<file path="src/hdl/sdbm_pkg.sv">
// shared constants and codes of the sparse disk block map translator
`default_nettype none

package sdbm_pkg;

	// map geometry, sector size and field widths
	localparam int MAP_ENTRIES  = 4096;
	localparam int SECTOR_BYTES = 512;
	localparam int MAP_AW       = $clog2(MAP_ENTRIES);
	localparam int SECTOR_SHIFT = $clog2(SECTOR_BYTES);
	localparam int COUNT_W      = MAP_AW + 1;
	localparam int OFFSET_W     = 48;
	localparam int WORD_W       = 32;
	localparam int SPB_W        = 16;

	localparam logic [WORD_W-1:0]  UNALLOCATED = 32'hffff_ffff;
	localparam logic [COUNT_W-1:0] COUNT_MAX   = {COUNT_W{1'b1}};
	localparam logic [SPB_W-1:0]   SPB_RESET   = 16'd2048;

	// request modes
	localparam logic [1:0] MODE_LOAD   = 2'd0;
	localparam logic [1:0] MODE_READ   = 2'd1;
	localparam logic [1:0] MODE_WRITE  = 2'd2;

	// result status codes
	localparam logic [2:0] ST_ACCESS = 3'd0;
	localparam logic [2:0] ST_ZFILL  = 3'd1;
	localparam logic [2:0] ST_SKIP   = 3'd2;
	localparam logic [2:0] ST_ALLOC  = 3'd3;
	localparam logic [2:0] ST_OOR    = 3'd4;

	// configuration register indexes
	localparam logic [1:0] CFG_DATA_OFFSET   = 2'd0;
	localparam logic [1:0] CFG_MAP_OFFSET    = 2'd1;
	localparam logic [1:0] CFG_TOTAL_SECTORS = 2'd2;
	localparam logic [1:0] CFG_SPB           = 2'd3;

endpackage

`default_nettype wire

</file>
<file path="src/hdl/sdbm_div.sv">
// iterative restoring divider, one quotient bit per cycle
`default_nettype none

module sdbm_div
	import sdbm_pkg::*;
(
	input  wire logic              clk,
	input  wire logic              arst_n,
	input  wire logic              start,
	input  wire logic [WORD_W-1:0] dividend,
	input  wire logic [SPB_W-1:0]  divisor,
	output logic                   done,
	output logic      [WORD_W-1:0] quotient,
	output logic      [SPB_W-1:0]  remainder
);

	localparam int CNT_W = $clog2(WORD_W);

	logic              busy_q;
	logic              done_q;
	logic [CNT_W-1:0]  cnt_q;
	logic [WORD_W-1:0] quo_q;
	logic [SPB_W-1:0]  rem_q;
	logic [SPB_W-1:0]  div_q;
	logic [SPB_W:0]    trial;
	logic              ge;
	logic [SPB_W:0]    diff;

	// one shift and subtract step
	assign trial = {rem_q, quo_q[WORD_W-1]};
	assign ge    = trial >= {1'b0, div_q};
	assign diff  = trial - {1'b0, div_q};

	// step control
	always_ff @(posedge clk or negedge arst_n) begin
		if (!arst_n) begin
			busy_q <= 1'b0;
			done_q <= 1'b0;
			cnt_q  <= '0;
		end else begin
			done_q <= 1'b0;
			if (start) begin
				busy_q <= 1'b1;
				cnt_q  <= '0;
			end else if (busy_q) begin
				cnt_q <= cnt_q + 1'b1;
				if (cnt_q == CNT_W'(WORD_W - 1)) begin
					busy_q <= 1'b0;
					done_q <= 1'b1;
				end
			end
		end
	end

	// partial remainder and quotient shift register
	always_ff @(posedge clk) begin
		if (start) begin
			quo_q <= dividend;
			rem_q <= '0;
			div_q <= divisor;
		end else if (busy_q) begin
			quo_q <= {quo_q[WORD_W-2:0], ge};
			rem_q <= ge ? diff[SPB_W-1:0] : trial[SPB_W-1:0];
		end
	end

	assign done      = done_q;
	assign quotient  = quo_q;
	assign remainder = rem_q;

endmodule

`default_nettype wire

</file>
<file path="config.mk">
export PLATFORM = sky130hd
export DESIGN_NAME = sdbm_div
export DESIGN_NICKNAME = d
export VERILOG_FILES = /design/src/hdl/sdbm_pkg.sv /design/src/hdl/sdbm_div.sv
export SDC_FILE = /design/constraint.sdc
export NUM_CORES = 1
export LEC_CHECK = 0
export BUFFER_PORTS_ARGS = -buffer_cell sky130_fd_sc_hd__buf_2
export CAP_MARGIN = 30
export CORE_MARGIN = 2
export CORE_UTILIZATION = 45
export DETAILED_ROUTE_END_ITERATION = 10
export HOLD_SLACK_MARGIN = 0.12
export PLACE_DENSITY = 0.75
export SLEW_MARGIN = 0
export SYNTH_ARGS = -nofsm -noshare
export SYNTH_HDL_FRONTEND = slang
export SYNTH_SLANG_ARGS = --single-unit
</file>
<file path="constraint.sdc">
create_clock -name clk -period 5.8 [get_ports clk]
set_clock_uncertainty 0.1 [all_clocks]
set_input_delay 0.29 -clock clk [delete_from_list [all_inputs] [get_ports clk]]
set_output_delay 0.29 -clock clk [all_outputs]
set_load 0.02 [all_outputs]
</file>
==> results.py <==
metrics = {
    "outcome": {
        "outcome": "finished clean",
    },
    "placement": {
        "gp_congestion": 0.788,
        "numPortBuffers": 99,
        "dpl_worst_slack_ns": 3.15,
        "dpl.cell_count": 541,
        "hpwl_um": 6240,
    },
    "routing": {
        "initialDrtViolationCount": 98,
        "via_per_inst": 5.37,
        "vias": 3171,
        "ant_nets": 0,
        "wirelength_um": 9330,
        "wl_per_cell_um": 15.8,
        "drc": 0,
        "dr.pass1.iters": 4,
    },
    "setup_path": {
        "cp.required_ns": 5.95,
        "critPathKind": "flip-flop to flip-flop",
        "r2r_cells": 7,
        "crit_path_start_kind": "flip-flop",
        "end_kind": "flip-flop",
        "crit_arrival_ns": 2.83,
        "worstPathMaxFanout": 15,
    },
    "cts": {
        "cts_buffer_depth": 2,
        "cts_tree": "yes",
        "cts-resized-gates": 0,
        "htreeDepth": 3,
        "clock-sinks": 71,
        "clk_pin_slew_worst_paths_ns": 0.09,
        "cts-buffers-inserted": 9,
        "insertion_delay_ns": 0.36,
        "cts_root_buffer": "clkbuf_8",
    },
    "final_layout": {
        "fin_cells": 591,
        "finish.utilization_pct": 60.2,
        "n_fill_cell": 688,
        "ff_latch_area_um2": 1940,
        "area_growth_pct": 28.2,
        "multiInputGateArea_um2": 1790,
        "drive_above_1_share_pct": 33.5,
        "diodes": 0,
        "nNetsFinal": 551,
    },
    "global_route": {
        "grt_start_max_net_pins": 78,
        "overflow": 0,
        "grt.total_usage_pct": 20.4,
        "grt_busiest_layer": "met2",
        "grt_pass1_vias": 3350,
        "grt_antenna_before_repair": 0,
        "grt_first_pass_wirelength_um": 15700,
        "grt.met1_usage_pct": 23.2,
        "use_met2_pct": 36.5,
        "grtUsageMet3_pct": 6.26,
    },
    "yosys": {
        "synth.most_common_cell": "edfxtp_1",
        "yosysUniqueCellTypes": 67,
        "synth_edf_count": 48,
        "synth_area_per_cell_um2": 11.1,
        "yosys-top-cells-count": "48 x edfxtp_1, 33 x mux2_2, 31 x nor2_1, 25 x nand2_1, 24 x inv_1",
        "syn_area_um2": 3900,
        "ys_ff_latch": 71,
        "ys_seq_area_share_pct": 49.7,
        "ys_async_sr_fraction_pct": 9.86,
        "syn-num-nets": 421,
        "yosysTopAreaCell": "edfxtp_1",
        "synth_top_area_share_pct": 37.0,
        "synth_warnings": 0,
        "syn_inst": 351,
        "synth_ff_type": "edfxtp_1",
        "synth_area_leaders": "edfxtp_1 37%, mux2_2 9.5%, dfxtp_1 8.2%, ha_1 5.8%, dfrtp_1 4.5%",
    },
    "timing": {
        "worst_pin_slew_ns": 0.882,
        "grt_setup_unrepaired": "false",
        "finalMaxSlewViolations": 0,
        "fin_setup_tns_ns": 0,
        "worst_slack_ns": 3.12,
        "setup_viol": 0,
        "clock.fmax_ghz": 0.373,
        "finalHoldViolations": 0,
        "relSlewSlack_pct": 41.2,
        "finalCriticalPeriod_ns": 2.68,
        "fin_crit_sh_pct": 46.2,
    },
    "pwr": {
        "finalPower_mw": 1.20,
        "powerDensity_nw_per_um2": 240,
        "leakage_nw": 2.17,
        "peakVddDrop_v": 0.000180,
    },
    "floorplanning": {
        "coreArea_um2": 8300,
        "rows": 33,
        "dieArea_um2": 9420,
        "io_pins": 100,
        "start_util_pct": 47.0,
        "die_h_um": 97.1,
        "fp.dieW_um": 97.1,
    },
    "min_path": {
        "hold_path.class": "input pin to flip-flop",
        "holdPathStages": 2,
    },
    "run": {
        "max-cap-violations": 0,
    },
}
-- sequential cells by signal, indices dropped and copies added (netlist names) --
name	cells
cnt_q	5
remainder	16
busy_q	1
div_q	16
done	1
quotient	32
-- layer usage --
layer / share of wire [%] / wire length [um]
met1: 42 / 3890
met5: 0 / 0
met3: 6.5 / 609
met2: 50 / 4700
met4: 1.4 / 130
-- power by group --
group          internal (mW)  switching [mW]
clock network          0.169           0.229
logic                 0.0940           0.108
registers              0.581          0.0199
total                  0.843           0.357
-- what timing repair did --
item | 4_1_cts | 5_1_grt
setup buffers | 0 | 0
hold buffers | 34 | 0
hold endpoints to repair | 40 | 0
-- layout by cell type, fill, tap and decap left out, drive strengths merged, types with 2 or more instances in the layout --
cell type,n
dfrtp,7
or4b,2
clkinv,2
o211ai,2
o2111ai,2
or2,2
o21ai,16
and3,5
nor3,3
a31oi,4
xnor2,6
a211oi,6
dfxtp,16
xor2,3
and2,3
buf,101
nor2,32
a311oi,10
nand3,6
dlygate4sd3,34
nand3b,2
ha,18
edfxtp,48
nor2b,6
mux2i,2
inv,29
nand2,26
clkbuf,9
or3,2
o21a,4
a21o,4
nand2b,2
and4,2
mux2,33
a21oi,16
-- stage by stage --
stage                     cell area [um^2]  hold slack, ns
final                                 5000           0.137
after CTS                             5000           0.121
after detailed placement              4460          0.0332
after global routing                  5000           0.125
after global placement                4460          0.0329
after floorplan                       3900          -0.106
-- area by class of cell --
class	instances	share of cell area [%]
Inverter	24	1.80
Tap cell	105	2.63
Timing Repair Buffer	135	17.0
Sequential cell	71	38.8
Multi-Input combinational cell	240	35.9
Clock inverter	7	1.43
Clock buffer	9	2.48
-- final timing paths --
kind	start	to	slack [ns]
setup reg to reg	remainder[11]	remainder[12]	3.12
hold / removal	dividend[8]	quotient[8]	0.14
min in group asynchronous	arst_n	cnt_q[3]	0.19
setup / recovery	remainder[11]	remainder[12]	3.12
max in group asynchronous	arst_n	cnt_q[4]	5.26
hold reg to reg	remainder[4]	remainder[5]	0.41
-- critical path, stage by stage (launching register included) --
cell and delay (ns):
dfxtp_1 0.35, ha_1 0.46, and4_1 0.31, and2_1 0.17, o31ai_2 0.09, a21oi_2 0.56, o21ai_0 0.23, a311oi_1 0.30
-- cell families (layout without fill, tap and decap cells) --
kind of cell,after synthesis,in the layout,synth area share [%]
multiplexers,35,35,10.0
AO/OA/AOI/OAI,80,80,15.3
XOR/XNOR,9,9,2.02
adder cells (fa/ha/maj),19,19,6.29
flip-flops,71,71,49.7
buffers and inverters,40,175,4.30
AND/OR/NAND/NOR,97,97,12.3
Power figures use the tool's default switching activity.
